===== config.mk =====
export PLATFORM = sky130hd
export DESIGN_NAME = tcw_queue
export DESIGN_NICKNAME = d
export VERILOG_FILES = /design/src/hdl/tcw_pkg.sv /design/src/hdl/tcw_queue.sv
export VERILOG_INCLUDE_DIRS = /design/src /design/src/hdl
export SDC_FILE = /design/constraint.sdc
export NUM_CORES = 1
export LEC_CHECK = 0
export ABC_AREA = 1
export BUFFER_PORTS_ARGS = -buffer_cell sky130_fd_sc_hd__buf_2
export CAP_MARGIN = 20
export CORE_UTILIZATION = 40
export CTS_CLUSTER_SIZE = 28
export DETAILED_ROUTE_END_ITERATION = 6
export SKIP_CTS_REPAIR_TIMING = 1
export SLEW_MARGIN = 15
export SYNTH_ARGS = -nofsm -noshare
export SYNTH_HDL_FRONTEND = slang
export SYNTH_SLANG_ARGS = --single-unit

===== constraint.sdc =====
create_clock -name clk -period 4.3 [get_ports clk]
set_input_delay 0.645 -clock clk [delete_from_list [all_inputs] [get_ports clk]]
set_output_delay 0.645 -clock clk [all_outputs]
set_load 0.02 [all_outputs]

===== src/hdl/text_console_writer_assert.svh =====
// ----------------------------------------------------------------------------
// Assertion macros for the text console writer
// Clocked implication checks, disabled while reset is high.
// ----------------------------------------------------------------------------
`ifndef TEXT_CONSOLE_WRITER_ASSERT_SVH
`define TEXT_CONSOLE_WRITER_ASSERT_SVH

// Consequent must hold in the same cycle as the antecedent.
`define TCW_ASSERT_IMPLY(label, clk, rst, ante, cons, msg) \
  label: assert property (@(posedge clk) disable iff (rst) (ante) |-> (cons)) \
    else $error(msg);

// Consequent must hold in the cycle after the antecedent.
`define TCW_ASSERT_NEXT(label, clk, rst, ante, cons, msg) \
  label: assert property (@(posedge clk) disable iff (rst) (ante) |=> (cons)) \
    else $error(msg);

`endif


===== src/hdl/tcw_pkg.sv =====
// ----------------------------------------------------------------------------
// tcw_pkg
// Shared types, command codes and character constants of the text console.
// ----------------------------------------------------------------------------
package tcw_pkg;

  localparam int COLUMNS_DEFAULT = 80;
  localparam int ROWS_DEFAULT    = 25;
  localparam int QUEUE_DEPTH     = 2;

  localparam int CMD_W   = 3;
  localparam int CHAR_W  = 8;
  localparam int LINE_W  = 8;
  localparam int INDEX_W = 11;
  localparam int CARET_W = 11;

  // command codes
  localparam logic [CMD_W-1:0] CMD_PLAIN  = 3'd0;
  localparam logic [CMD_W-1:0] CMD_COLOR  = 3'd1;
  localparam logic [CMD_W-1:0] CMD_CLEAR  = 3'd2;
  localparam logic [CMD_W-1:0] CMD_SCROLL = 3'd3;
  localparam logic [CMD_W-1:0] CMD_READ   = 3'd4;

  // character and attribute values
  localparam logic [CHAR_W-1:0] CHAR_NEWLINE   = 8'h0A;
  localparam logic [CHAR_W-1:0] CHAR_BACKSPACE = 8'h08;
  localparam logic [CHAR_W-1:0] CHAR_SPACE     = 8'h20;
  localparam logic [CHAR_W-1:0] CHAR_BLANK     = 8'h00;
  localparam logic [CHAR_W-1:0] ATTR_DEFAULT   = 8'h07;

  typedef struct packed {
    logic [CMD_W-1:0]   cmd;
    logic [CHAR_W-1:0]  char_code;
    logic [CHAR_W-1:0]  color;
    logic [LINE_W-1:0]  line_count;
    logic [INDEX_W-1:0] cell_index;
  } req_t;

  typedef struct packed {
    logic [CARET_W-1:0] caret;
    logic [CHAR_W-1:0]  cell_char;
    logic [CHAR_W-1:0]  cell_attr;
  } rsp_t;

  typedef enum logic [2:0] {
    OP_NOP,
    OP_PUT,
    OP_NEWLINE,
    OP_BACKSPACE,
    OP_WIPE,
    OP_SCROLL,
    OP_READ
  } op_kind_t;

  // classified item, as it travels from the front end to the engine
  typedef struct packed {
    op_kind_t           kind;
    logic               colored;
    logic [CHAR_W-1:0]  char_code;
    logic [CHAR_W-1:0]  color;
    logic [LINE_W-1:0]  line_count;
    logic               in_range;
    logic [INDEX_W-1:0] cell_index;
  } op_t;

  typedef enum logic [2:0] {
    ST_INIT,
    ST_IDLE,
    ST_EXEC,
    ST_FILL,
    ST_WIPE,
    ST_COPY,
    ST_DRAIN,
    ST_ZERO
  } back_state_t;

endpackage


===== src/hdl/tcw_queue.sv =====
// ----------------------------------------------------------------------------
// tcw_queue
// Short queue of classified items between the front end and the engine.
// ----------------------------------------------------------------------------
`include "text_console_writer_assert.svh"

module tcw_queue (
  input  logic         clk,
  input  logic         rst,
  input  logic         push_valid,
  output logic         full,
  input  tcw_pkg::op_t push_data,
  output logic         head_valid,
  output tcw_pkg::op_t head,
  input  logic         pop
);
  import tcw_pkg::*;

  localparam int PW = (QUEUE_DEPTH > 1) ? $clog2(QUEUE_DEPTH) : 1;
  localparam int CW = $clog2(QUEUE_DEPTH + 1);
  localparam logic [PW-1:0] LAST_SLOT = PW'(QUEUE_DEPTH - 1);

  op_t           slots [QUEUE_DEPTH];
  logic [PW-1:0] wr_ptr;
  logic [PW-1:0] rd_ptr;
  logic [CW-1:0] count;
  logic          push;
  logic          take;

  assign full       = count == CW'(QUEUE_DEPTH);
  assign head_valid = count != '0;
  assign head       = slots[rd_ptr];
  assign push       = push_valid && !full;
  assign take       = pop && head_valid;

  always_ff @(posedge clk) begin
    if (rst) begin
      wr_ptr <= '0;
      rd_ptr <= '0;
      count  <= '0;
    end else begin
      if (push) wr_ptr <= (wr_ptr == LAST_SLOT) ? '0 : wr_ptr + PW'(1);
      if (take) rd_ptr <= (rd_ptr == LAST_SLOT) ? '0 : rd_ptr + PW'(1);
      if (push && !take) begin
        count <= count + CW'(1);
      end else if (take && !push) begin
        count <= count - CW'(1);
      end
    end
  end

  always_ff @(posedge clk) begin
    if (push) slots[wr_ptr] <= push_data;
  end

  `TCW_ASSERT_IMPLY(a_count_bound, clk, rst, 1'b1, count <= CW'(QUEUE_DEPTH), "queue overfilled")
  `TCW_ASSERT_NEXT(a_push_grows, clk, rst, push && !take, count == $past(count) + CW'(1), "lost push")

endmodule


; Yosys cells after proc, flatten, opt, wreduce, memory -nomap -nowiden
; Memory sizes are Yosys's and may differ from the RTL's. A register that Yosys moved wholly into a read port is not among the register bits.
; Index checks and enable logic that the tools add are counted.
[word_totals]
ff_bits = 4
ram_bits = 80
inputBits = 44
out_inout_bits = 42
word_cells = 26
n_memories = 1
[memory_table]
columns = name, words, word_bits, read_ports, rd_clocked_by_memory_dff, write_ports, line_no
row1 = slots, 2, 40, 1, 1, 1, tcw_queue.sv:23  ; op_t slots [QUEUE_DEPTH];
[op_classes]
addsub = 4
n_eq_ne = 1
mux = 8
n_reduce_logical = 9
[op_table]
columns = cell, count
row1 = two-way mux 1 bit, 6
row2 = logical AND 1 bit, 4
row3 = two-way mux 2 bit, 2
row4 = nonzero test 2 bit, 2
row5 = logical NOT 1 bit, 3
row6 = adder 1 bit (second input constant), 2
row7 = adder 2 x 1 -> 2 bit (second input constant), 1
row8 = == test 2 bit (second input constant), 1
row9 = subtractor 2 x 1 -> 2 bit (second input constant), 1

; Logic depth before layout (Yosys ltp)
[depth]
ltp_word = 7
ltp_mapped = 10
depth_no_buf = 10

; Worst setup path before layout
; No wires, ideal clock.
[synth_timing]
kind = in2reg
start = input push_valid
end = memory slots[1][0] (netlist bit) (enable)
setup_ns = 0.437
arrival_ns = 2.395
required_time_ns = 3.863
setup_slack_ns = 1.467
stages = 2
path_buffers = 0
path_cell_list = o21ai_2 > nor2_1
[synth_via]
elab_chain_len = 3
[synth_rtl]
columns = element, line_no
row1 = "start, declared", tcw_queue.sv:10  ; input logic push_valid,
row2 = logical AND 1 bit, tcw_queue.sv:33  ; assign push = push_valid && !full;
row3 = two-way mux 1 bit, tcw_queue.sv:53  ; if (push) slots[wr_ptr] <= push_data;
row4 = two-way mux 1 bit (not written as such), tcw_queue.sv:53
row5 = "end, declared", tcw_queue.sv:23
; No other way between the ends.

==> flow_summary.toml <==
[outcome]
status = "completed"

[global_route]
grt_usage_pct = 13.1
grt_overflow = 0
grt_pass1_wl_um = 8010
grt_pass1_vias = 1691
antenna_found_initial = 0
grt_max_degree = 41

[setup_path]
cpPeakStageDelay_ns = 0.97
required_ns = 3.65
cp_slowest_cell = "dfxtp_2"
crit_buf_inv = 1
path_class = "flip-flop to primary output"
cp_max_fo = 40
end_kind = "primary output"
start_kind = "flip-flop"
crit_chain = "mux2_2 > buf_2"
arrival_ns = 1.92
path_delay_family = "flip-flops"

[cts]
clock-sinks = 85
clk_latency_ns = 0.34
cts_made_buffers = 9
cts.clk_slew.worst_paths_ns = 0.09
max-clock-path-buffers = 2
cts_tree = "done"
cts_root_buf = "clkbuf_8"
h-tree-depth = 3

[timing]
rsz0062_at_grt = "no"
hold_viol = 0
finalCriticalPeriod_ns = 2.57
tns_ns = 0
tightestPinTransition_ns = 0.965
fmax_mhz = 389
final_max_slew_viol_count = 0
finalClockSkew_ns = 0.00743
setup_violations = 0
max-slew-margin-rel_pct = 35.6
fin_crit_sh_pct = 59.7

[floorplan]
initial_core_util_pct = 42.4
coreArea_mm2 = 0.00741
fp.dieH_um = 90.6
pin_count = 86
num_rows = 31
dieWidth_um = 90.6
die_area_mm2 = 0.00821

[detailed_routing]
vias = 1642
post_drt_wl_per_cell_um = 14.2
via_per_inst = 4.57
dr.pass1.iters = 3
drc = 0
drt-total-wl_um = 5090
antenna_left = 0
drt_iter0_markers = 46

[power_and_ir_drop]
p_total_w = 0.00223
ir_worst_vdd_uv = 285
leakage_nw = 1.47
power.density_mw_per_mm2 = 575

[finish]
syn_to_final_growth_pct = 23.4
drive_above_1_share_pct = 56.5
n_antenna_cell = 0
num-fill-cells = 644
final_nets = 300

[synth]
synthCells = 161
ys_types = 13
synth_area_mm2 = 0.00314
synth-seq-cells = 85
ys_warn_count = 0
yosysSeqAreaShare_pct = 79.6
synth_nets = 206
syn_area_per_cell_um2 = 19.5

[min_path]
hold_path.class = "input port to flip-flop"

[place]
port_buffers = 85
place_congestion = 0.680
dp_hpwl_um = 3450

[run]
cap_violations = 0
## power breakdown
part	internal (W)	switching, W	leakage, nW
combinational	0.000231	0.000340	0.584
clock	0.000270	0.000275	0.0954
sequential	0.00105	0.0000690	0.788
total	0.00155	0.000683	1.47
## worst register-to-register path, cell delays in order (launching register included)
cell	delay, ns
dfxtp_1	0.31
inv_1	0.12
o21ai_2	0.12
nor2_4	0.50
buf_4	0.41
## Yosys cell counts
library cell	n	area share [%]
nand3_1	2	0.32
inv_1	8	0.96
o21ai_0	2	0.32
mux2_2	40	14
nand2_1	7	0.84
dfxtp_1	5	3.2
nor2_1	8	0.96
buf_6	4	1.4
o21ai_2	1	0.28
nand4_1	1	0.20
ha_1	1	0.40
a21oi_1	2	0.32
edfxtp_1	80	76
## through the flow
| step | setup slack [ns] | util, % | hold WS [ns] | cells | cell area, um^2 |
|---|---|---|---|---|---|
| after detailed placement | 2.05 | 49.6 | 0.495 | 343 | 3680 |
| after CTS | 1.65 | 52.3 | 0.466 | 359 | 3880 |
| after global placement | 2.04 | 49.6 | 0.485 | 343 | 3680 |
| after global routing | 1.59 | 52.3 | 0.466 | 359 | 3880 |
| final | 1.73 | 52.3 | 0.485 | 359 | 3880 |
| after floorplan | 1.47 | - | 0.465 | 161 | 3140 |
## layout make-up
cell class              count  area [um^2]  share of cell area (%)
flip-flops and latches     85         2500                    64.6
multi-input cells          64          579                    14.9
clock buffers               9          124                    3.19
clock inverters             7         76.3                    1.97
repair buffers             87          440                    11.4
inverters                   8         30.0                   0.774
well taps                  99          124                    3.19
## logic make-up after synthesis
logic type               after synthesis  share of synthesized area (%)
multiplexers                          40                           14.3
adder cells (fa/ha/maj)                1                          0.398
AND/OR/NAND/NOR                       18                           2.31
buffers and inverters                 12                           2.39
flip-flops                            85                           79.6
AO/OA/AOI/OAI                          5                          0.916
## path summary, 6_finish.rpt
kind	startpoint	end	slack [ns]	depth (start not counted)
setup reg to reg	count[1]$_SDFFE_PP0P_	slots[0][3]$_DFFE_PP_	2.51	4
hold / removal	push_data[37]	slots[0][37]$_DFFE_PP_	0.48	1
hold reg to reg	rd_ptr$_SDFFE_PP0P_	flip-flop	0.51	2
setup / recovery	flip-flop	head[36]	1.73	2
## metal layers
metal / GRT usage (%) / wire length [um] / vias to the layer above
li1: - / - / 795
met1: 15.9 / 2160 / 785
met2: 21.1 / 2510 / 51
met3: 3.54 / 294 / 11
met4: 7.66 / 125 / 0
met5: 0 / 0 / -
## cells in the final DEF, fill, tap and decap left out, types with 3 or more instances in the layout
master    netlist  routed
edfxtp_1       80      80
nand2_1         7       7
dfxtp_1         5       4
inv_1           8       8
nor2_1          8       6
clkbuf_8        0       9
clkinv_4        0       3
buf_2           0      85
mux2_2         40      40
## flip-flops by register name, summed over array words and instances (netlist names), named ones only
register and cells:
slots 80, count 2, rd_ptr 1, wr_ptr 1
Power figures use the tool's default switching activity.
