$ cat src/hdl/text_console_writer_assert.svh
// ----------------------------------------------------------------------------
// Assertion macros for the text console writer
// Clocked implication checks, disabled while reset is high.
// ----------------------------------------------------------------------------
`ifndef TEXT_CONSOLE_WRITER_ASSERT_SVH
`define TEXT_CONSOLE_WRITER_ASSERT_SVH

// Consequent must hold in the same cycle as the antecedent.
`define TCW_ASSERT_IMPLY(label, clk, rst, ante, cons, msg) \
  label: assert property (@(posedge clk) disable iff (rst) (ante) |-> (cons)) \
    else $error(msg);

// Consequent must hold in the cycle after the antecedent.
`define TCW_ASSERT_NEXT(label, clk, rst, ante, cons, msg) \
  label: assert property (@(posedge clk) disable iff (rst) (ante) |=> (cons)) \
    else $error(msg);

`endif

$ cat src/hdl/tcw_pkg.sv
// ----------------------------------------------------------------------------
// tcw_pkg
// Shared types, command codes and character constants of the text console.
// ----------------------------------------------------------------------------
package tcw_pkg;

  localparam int COLUMNS_DEFAULT = 80;
  localparam int ROWS_DEFAULT    = 25;
  localparam int QUEUE_DEPTH     = 2;

  localparam int CMD_W   = 3;
  localparam int CHAR_W  = 8;
  localparam int LINE_W  = 8;
  localparam int INDEX_W = 11;
  localparam int CARET_W = 11;

  // command codes
  localparam logic [CMD_W-1:0] CMD_PLAIN  = 3'd0;
  localparam logic [CMD_W-1:0] CMD_COLOR  = 3'd1;
  localparam logic [CMD_W-1:0] CMD_CLEAR  = 3'd2;
  localparam logic [CMD_W-1:0] CMD_SCROLL = 3'd3;
  localparam logic [CMD_W-1:0] CMD_READ   = 3'd4;

  // character and attribute values
  localparam logic [CHAR_W-1:0] CHAR_NEWLINE   = 8'h0A;
  localparam logic [CHAR_W-1:0] CHAR_BACKSPACE = 8'h08;
  localparam logic [CHAR_W-1:0] CHAR_SPACE     = 8'h20;
  localparam logic [CHAR_W-1:0] CHAR_BLANK     = 8'h00;
  localparam logic [CHAR_W-1:0] ATTR_DEFAULT   = 8'h07;

  typedef struct packed {
    logic [CMD_W-1:0]   cmd;
    logic [CHAR_W-1:0]  char_code;
    logic [CHAR_W-1:0]  color;
    logic [LINE_W-1:0]  line_count;
    logic [INDEX_W-1:0] cell_index;
  } req_t;

  typedef struct packed {
    logic [CARET_W-1:0] caret;
    logic [CHAR_W-1:0]  cell_char;
    logic [CHAR_W-1:0]  cell_attr;
  } rsp_t;

  typedef enum logic [2:0] {
    OP_NOP,
    OP_PUT,
    OP_NEWLINE,
    OP_BACKSPACE,
    OP_WIPE,
    OP_SCROLL,
    OP_READ
  } op_kind_t;

  // classified item, as it travels from the front end to the engine
  typedef struct packed {
    op_kind_t           kind;
    logic               colored;
    logic [CHAR_W-1:0]  char_code;
    logic [CHAR_W-1:0]  color;
    logic [LINE_W-1:0]  line_count;
    logic               in_range;
    logic [INDEX_W-1:0] cell_index;
  } op_t;

  typedef enum logic [2:0] {
    ST_INIT,
    ST_IDLE,
    ST_EXEC,
    ST_FILL,
    ST_WIPE,
    ST_COPY,
    ST_DRAIN,
    ST_ZERO
  } back_state_t;

endpackage

$ cat src/hdl/tcw_front.sv
// ----------------------------------------------------------------------------
// tcw_front
// Accepts request items, classifies them and holds one classified item.
// ----------------------------------------------------------------------------
module tcw_front #(
  parameter int COLUMNS = tcw_pkg::COLUMNS_DEFAULT,
  parameter int ROWS    = tcw_pkg::ROWS_DEFAULT
) (
  input  logic          clk,
  input  logic          rst,
  input  logic          req_valid,
  output logic          req_stall,
  input  tcw_pkg::req_t req,
  input  logic          hold,
  output logic          op_valid,
  output tcw_pkg::op_t  op,
  input  logic          op_full
);
  import tcw_pkg::*;

  localparam int CELLS = COLUMNS * ROWS;

  op_t  op_next;
  logic take;

  assign req_stall = hold || (op_valid && op_full);
  assign take      = req_valid && !req_stall;

  always_comb begin
    op_next            = '0;
    op_next.kind       = OP_NOP;
    op_next.char_code  = req.char_code;
    op_next.color      = req.color;
    op_next.line_count = req.line_count;
    op_next.cell_index = req.cell_index;
    op_next.in_range   = 32'(req.cell_index) < 32'(CELLS);
    case (req.cmd)
      CMD_PLAIN: begin
        if (req.char_code == CHAR_NEWLINE) begin
          op_next.kind = OP_NEWLINE;
        end else if (req.char_code == CHAR_BACKSPACE) begin
          op_next.kind = OP_BACKSPACE;
        end else begin
          op_next.kind = OP_PUT;
        end
      end
      CMD_COLOR: begin
        op_next.colored = 1'b1;
        op_next.kind    = (req.char_code == CHAR_NEWLINE) ? OP_NEWLINE : OP_PUT;
      end
      CMD_CLEAR: op_next.kind = OP_WIPE;
      CMD_SCROLL: begin
        if (req.line_count == '0) begin
          op_next.kind = OP_NOP;
        end else if (32'(req.line_count) > 32'(ROWS)) begin
          op_next.kind = OP_WIPE;
        end else begin
          op_next.kind = OP_SCROLL;
        end
      end
      CMD_READ: op_next.kind = OP_READ;
      default:  op_next.kind = OP_NOP;
    endcase
  end

  always_ff @(posedge clk) begin
    if (rst) begin
      op_valid <= 1'b0;
    end else if (take) begin
      op_valid <= 1'b1;
    end else if (!op_full) begin
      op_valid <= 1'b0;
    end
  end

  always_ff @(posedge clk) begin
    if (take) op <= op_next;
  end

endmodule

$ cat config.mk
export PLATFORM = sky130hd
export DESIGN_NAME = tcw_front
export DESIGN_NICKNAME = d
export VERILOG_FILES = /design/src/hdl/text_console_writer_assert.svh /design/src/hdl/tcw_pkg.sv /design/src/hdl/tcw_front.sv
export SDC_FILE = /design/constraint.sdc
export NUM_CORES = 1
export LEC_CHECK = 0
export ABC_AREA = 1
export BUFFER_PORTS_ARGS = -buffer_cell sky130_fd_sc_hd__buf_2
export CAP_MARGIN = 0
export CELL_PAD_IN_SITES_DETAIL_PLACEMENT = 1
export CELL_PAD_IN_SITES_GLOBAL_PLACEMENT = 1
export CORE_MARGIN = 2
export CORE_UTILIZATION = 35
export DETAILED_ROUTE_END_ITERATION = 12
export PLACE_DENSITY = 0.9
export SLEW_MARGIN = 20
export SYNTH_ARGS = -nofsm -noshare
export SYNTH_HDL_FRONTEND = slang
export SYNTH_SLANG_ARGS = --single-unit
$ cat constraint.sdc
create_clock -name clk -period 5.3 [get_ports clk]
set_input_delay 0.795 -clock clk [delete_from_list [all_inputs] [get_ports clk]]
set_output_delay 0.795 -clock clk [all_outputs]
set_load 0.02 [all_outputs]
== Word-level counts from Yosys, hierarchy flattened ==
Index checks and enable logic that the tools add are counted.

* Bitwise operators: 0
* $add $sub $neg: 0
* Reduce and logical (&&, ||, !) cells: 6
* Muxes and demuxes: 9
* Multiply operators: 0
* Order comparisons: 2
* Shifts and indexed selects: 0
* Divide/modulo/power cells: 0
* Equality and inequality tests: 7

{| class="wikitable"
|+ Operator list
! cell !! number
|-
| 8-bit by 4-bit == test with 1-bit output, second input constant || 2
|-
| 3-bit one-hot mux with 5 select lines || 1
|-
| 11-bit less-than comparator, second input constant || 1
|-
| 8-bit by 5-bit greater-than comparator with 1-bit output, second input constant || 1
|-
| 8-bit zero test || 1
|-
| 3-bit by 2-bit == test with 1-bit output, second input constant || 2
|-
| 2-bit 2-to-1 mux || 3
|-
| 1-bit 2-to-1 mux || 4
|-
| 3-bit by 1-bit == test with 1-bit output, second input constant || 1
|-
| 3-bit == test, second input constant || 1
|-
| 3-bit zero test || 1
|-
| 3-bit 2-to-1 mux || 1
|-
| 1-bit logical AND || 2
|-
| 2-bit by 1-bit != test with 1-bit output, second input constant || 1
|-
| 1-bit zero test || 1
|-
| 1-bit logical OR || 1
|}

* Register bits after elaboration: 41
* Latch bits: 0
* Logic and storage cells: 32
* Bits of input ports: 43
* Bits in writable memories: 0
* Memories kept: 0
* Output and inout bits: 42
* ROM bits: 0

== Logic depth before layout (Yosys ltp) ==
* Depth in word-level cells: 5
* Depth in mapped cells: 6
* Depth with buffers taken out: 6

== Worst setup path after synthesis ==
OpenSTA, ideal clock, no wires.

* Path type: input to register
* Start point: input op_full
* End point: register op[0] (netlist name), enable pin
* Library setup time: 0.406 ns
* Arrival time: 2.134 ns
* Buffers on the path: 0
* Slack: 2.760 ns
* Cell stages on the path: 3
* Required time: 4.894 ns
* Cells stage by stage: nand2_1 > nand2_1 > nor2_2

* Longest elaborated chain between the ends: 4

{| class="wikitable"
|+ RTL lines
! what !! line !! source
|-
| start: declaration || tcw_front.sv:17 || <nowiki>input logic op_full</nowiki>
|-
| 1-bit logical AND || tcw_front.sv:26 || <nowiki>assign req_stall = hold || (op_valid && op_full);</nowiki>
|-
| 1-bit logical OR || tcw_front.sv:26 ||
|-
| net req_stall || tcw_front.sv:12 || <nowiki>output logic req_stall,</nowiki>
|-
| 1-bit zero test || tcw_front.sv:27 || <nowiki>assign take = req_valid && !req_stall;</nowiki>
|-
| 1-bit logical AND || tcw_front.sv:27 ||
|-
| net take || tcw_front.sv:24 || <nowiki>logic take;</nowiki>
|-
| end signal: assignment || tcw_front.sv:77 || <nowiki>if (take) op <= op_next;</nowiki>
|-
| end: declaration || tcw_front.sv:16 || <nowiki>output tcw_pkg::op_t op,</nowiki>
|}

The timed path passes the listed nets, and every way through them passes these cells.
A chain may end at the register's enable or synchronous reset.

== Final worst setup path ==
* Start point: input op_full
* End point: output req_stall

* Longest elaborated chain between the ends: 2

{| class="wikitable"
|+ RTL lines
! what !! line
|-
| 1-bit logical AND || tcw_front.sv:26
|-
| 1-bit logical OR || tcw_front.sv:26
|-
| end: declaration || tcw_front.sv:12
|}

Every way passes these cells.

==> flow_results.xml <==
<?xml version="1.0" encoding="UTF-8"?>
<metrics>
  <group name="placement">
    <metric name="buffer_ports.inserted" unit="">84</metric>
    <metric name="dpl.hpwl" unit="um">2780</metric>
    <metric name="preCtsSetupSlack" unit="ns">2.95</metric>
    <metric name="gp_routability_congestion" unit="">0.744</metric>
  </group>
  <group name="layout">
    <metric name="post-route-util" unit="">0.515</metric>
    <metric name="number_of_filler_cells_placed_in_the_layout" unit="">458</metric>
    <metric name="finish.net_count" unit="">243</metric>
    <metric name="drive_above_1_share" unit="">0.483</metric>
    <metric name="syn2layout_area_growth" unit="%">39.5</metric>
    <metric name="diodes" unit="">0</metric>
  </group>
  <group name="min_path">
    <metric name="worstHoldStart" unit="">op_valid</metric>
    <metric name="min_delay_worst_endpoint" unit="">op_valid</metric>
    <metric name="whs_path_depth" unit="">4</metric>
    <metric name="hold_path_class" unit="">reg -&gt; reg</metric>
  </group>
  <group name="sta">
    <metric name="holdWs" unit="ns">0.618</metric>
    <metric name="slew_limit_headroom" unit="">0.508</metric>
    <metric name="min_period" unit="ns">2.04</metric>
    <metric name="max_slew.worst_pin.slew" unit="ns">0.736</metric>
    <metric name="maxClockFrequency" unit="GHz">0.491</metric>
    <metric name="report.final.slew_viol_count" unit="">0</metric>
    <metric name="worst_slack" unit="ns">3.26</metric>
    <metric name="hold_viol_final" unit="">0</metric>
    <metric name="layout_worst_path_cycle_share" unit="">0.384</metric>
    <metric name="timing.final.setup_violations" unit="">0</metric>
    <metric name="fin_worst_skew" unit="ns">0.00570</metric>
    <metric name="rsz0062_at_grt" unit="">no</metric>
    <metric name="setup-tns-final" unit="ns">0</metric>
  </group>
  <group name="setup_path">
    <metric name="worst-endpoint-arrival" unit="ns">1.24</metric>
    <metric name="cp-start-kind" unit="">input pin</metric>
    <metric name="endpoint_kind" unit="">primary output</metric>
    <metric name="r2r.worst_path.cells" unit="">4</metric>
    <metric name="worst-r2r-setup-slack" unit="ns">3.70</metric>
    <metric name="crit_required" unit="ns">4.51</metric>
    <metric name="regToRegEndpoint" unit="">op[8]</metric>
    <metric name="critPathLaunch" unit="">op_full</metric>
    <metric name="worst-path-max-fanout" unit="">2</metric>
    <metric name="timing.setup.critical_path_class" unit="">in -&gt; out</metric>
    <metric name="timing.rr.start" unit="">op_valid</metric>
  </group>
  <group name="yosys">
    <metric name="syn-cell-area" unit="mm2">0.00151</metric>
    <metric name="synth.most_common_cell" unit="">sky130_fd_sc_hd__edfxtp_1</metric>
    <metric name="yosys_most_used_dff" unit="">sky130_fd_sc_hd__edfxtp_1</metric>
    <metric name="postSynthRegisterBits" unit="">41</metric>
    <metric name="synth.top_cells.by_area" unit="">sky130_fd_sc_hd__edfxtp_1 80%, sky130_fd_sc_hd__nand2_1 4.7%, sky130_fd_sc_hd__inv_1 4.5%</metric>
    <metric name="async_flop_share" unit="">0</metric>
    <metric name="syn_inst" unit="">108</metric>
    <metric name="synth_area_leader_cell" unit="">sky130_fd_sc_hd__edfxtp_1</metric>
    <metric name="syn_area_per_cell" unit="um2">14.0</metric>
    <metric name="number_of_enable_flip_flop_cells_after_synthesis" unit="">40</metric>
    <metric name="synth_sequential_area_ratio" unit="">0.810</metric>
    <metric name="yosysWarningCount" unit="">0</metric>
    <metric name="netlist-cell-type-count" unit="">15</metric>
    <metric name="postSynthNetCount" unit="">151</metric>
    <metric name="synth.top_cell.area_share" unit="">0.797</metric>
    <metric name="synth.cells.most_frequent" unit="">40 x sky130_fd_sc_hd__edfxtp_1, 19 x sky130_fd_sc_hd__nand2_1, 18 x sky130_fd_sc_hd__inv_1, 12 x sky130_fd_sc_hd__nor2_1, 5 x sky130_fd_sc_hd__nand3_1</metric>
  </group>
  <group name="power_and_ir_drop">
    <metric name="power-per-cell-area" unit="mW/mm2">305</metric>
    <metric name="power.static_leakage" unit="nW">0.978</metric>
    <metric name="total_power" unit="W">0.000642</metric>
    <metric name="worst_ir_drop_vdd" unit="uV">157</metric>
  </group>
  <group name="clock_tree">
    <metric name="clock_path_buffers" unit="">2</metric>
    <metric name="cts_htree_levels" unit="">2</metric>
    <metric name="root_buffer" unit="">sky130_fd_sc_hd__clkbuf_8</metric>
    <metric name="insertion_delay" unit="ns">0.29</metric>
    <metric name="postCtsResizedCells" unit="">0</metric>
    <metric name="cts.reportedPaths.clkPinSlew" unit="ns">0.07</metric>
    <metric name="tritoncts_num_sinks" unit="">41</metric>
    <metric name="hold_buf_count_cts" unit="">0</metric>
    <metric name="cts.repair_timing.setup_buffer_count" unit="">0</metric>
    <metric name="numCtsBuffers" unit="">5</metric>
    <metric name="cts_tree" unit="">built</metric>
  </group>
  <group name="global_routing">
    <metric name="largest_net_degree_at_the_start_of_global_routing" unit="">42</metric>
    <metric name="grt_overflow_total" unit="">0</metric>
    <metric name="first_global_vias" unit="">1171</metric>
    <metric name="antenna_violations_before_repair" unit="">1</metric>
    <metric name="global_route_wire_length_before_repair" unit="um">5680</metric>
    <metric name="groute.usage.overall" unit="">0.154</metric>
  </group>
  <group name="floorplanning">
    <metric name="core_area" unit="mm2">0.00409</metric>
    <metric name="floorplan.die_area" unit="mm2">0.00485</metric>
    <metric name="die_height" unit="um">69.6</metric>
    <metric name="num_io_pins" unit="">85</metric>
    <metric name="std_cell_rows" unit="">23</metric>
    <metric name="floorplan.initialDensity" unit="">0.369</metric>
    <metric name="fp.dieW" unit="um">69.6</metric>
  </group>
  <group name="detailed_routing">
    <metric name="routed-via-count" unit="">1112</metric>
    <metric name="post-route-drc-count" unit="">0</metric>
    <metric name="post_drt_wl_per_cell" unit="um">14.2</metric>
    <metric name="ant_nets" unit="">0</metric>
    <metric name="number_of_drc_markers_after_the_initial_detailed_route_iteration" unit="">45</metric>
    <metric name="detail_route.first_pass.iterations" unit="">4</metric>
    <metric name="wirelength" unit="um">3570</metric>
    <metric name="viasPerCell" unit="">4.43</metric>
  </group>
  <group name="run">
    <metric name="maxCapViolations" unit="">0</metric>
  </group>
  <group name="run_status">
    <metric name="outcome" unit="">completed</metric>
  </group>
</metrics>
-- routing by layer --
layer | part of all wire | routed length [um] | global-route usage | up-vias
li1 | - | - | - | 542
met4 | 0.014 | 50 | 0.0513 | 2
met1 | 0.38 | 1370 | 0.159 | 510
met5 | 0.0048 | 17 | 0 | -
met2 | 0.51 | 1830 | 0.271 | 50
met3 | 0.084 | 298 | 0.0741 | 8
-- metrics by stage --
step,area [um2],std cells
floorplan,1510,108
global placement,2000,242
detailed placement,2000,242
CTS,2080,250
global route,2100,251
finish,2100,251
-- critical path: stages --
cell and delay (ns):
sky130_fd_sc_hd__buf_2 0.09, sky130_fd_sc_hd__nand2_1 0.08, sky130_fd_sc_hd__nand2_1 0.10, sky130_fd_sc_hd__buf_2 0.17
-- registers in the layout (all words and copies together), names as in the netlist --
| signal | cells |
|---|---|
| op | 40 |
| op_valid | 1 |
-- how the worst max path moves through the flow --
stage | to | slack (ns) | cells after the start
2_1_floorplan | op[0] | 2.76 | 3
3_3_place_gp | op[24] | 3.03 | 4
3_5_place_dp | op[32] | 2.95 | 4
4_1_cts | req_stall | 3.26 | 4
5_1_grt | req_stall | 3.20 | 4
6_report | req_stall | 3.26 | 4
-- power by group --
part           switching, W  internal, W  leakage (nW)
clock             0.0000982    0.0000935        0.0395
combinational     0.0000478    0.0000272         0.556
sequential       0.00000310     0.000372         0.382
-- final cells by class --
cell class	count	area [um2]	share of cell area
Timing Repair Buffer	85	448	0.213
Multi-Input combinational cell	47	216	0.103
Tap cell	50	62.6	0.0297
Inverter	20	75.1	0.0357
Clock buffer	8	80.1	0.0381
Sequential cell	41	1220	0.581
-- cell usage in the layout, fill, tap and decap left out, drive strengths merged, types with 5 or more instances in the layout --
cell,instances
buf,85
edfxtp,40
nand2,21
inv,20
nor2,15
clkbuf,8
nand3,5
-- cell families (layout without fill, tap and decap cells) --
family                 after synthesis  count (layout)  share of synthesized area
flip-flops                          41              41                      0.810
AO/OA/AOI/OAI                        4               4                     0.0174
AND/OR/NAND/NOR                     43              43                      0.123
buffers and inverters               20             113                     0.0498
No activity file was read; power rests on OpenSTA's default activity.
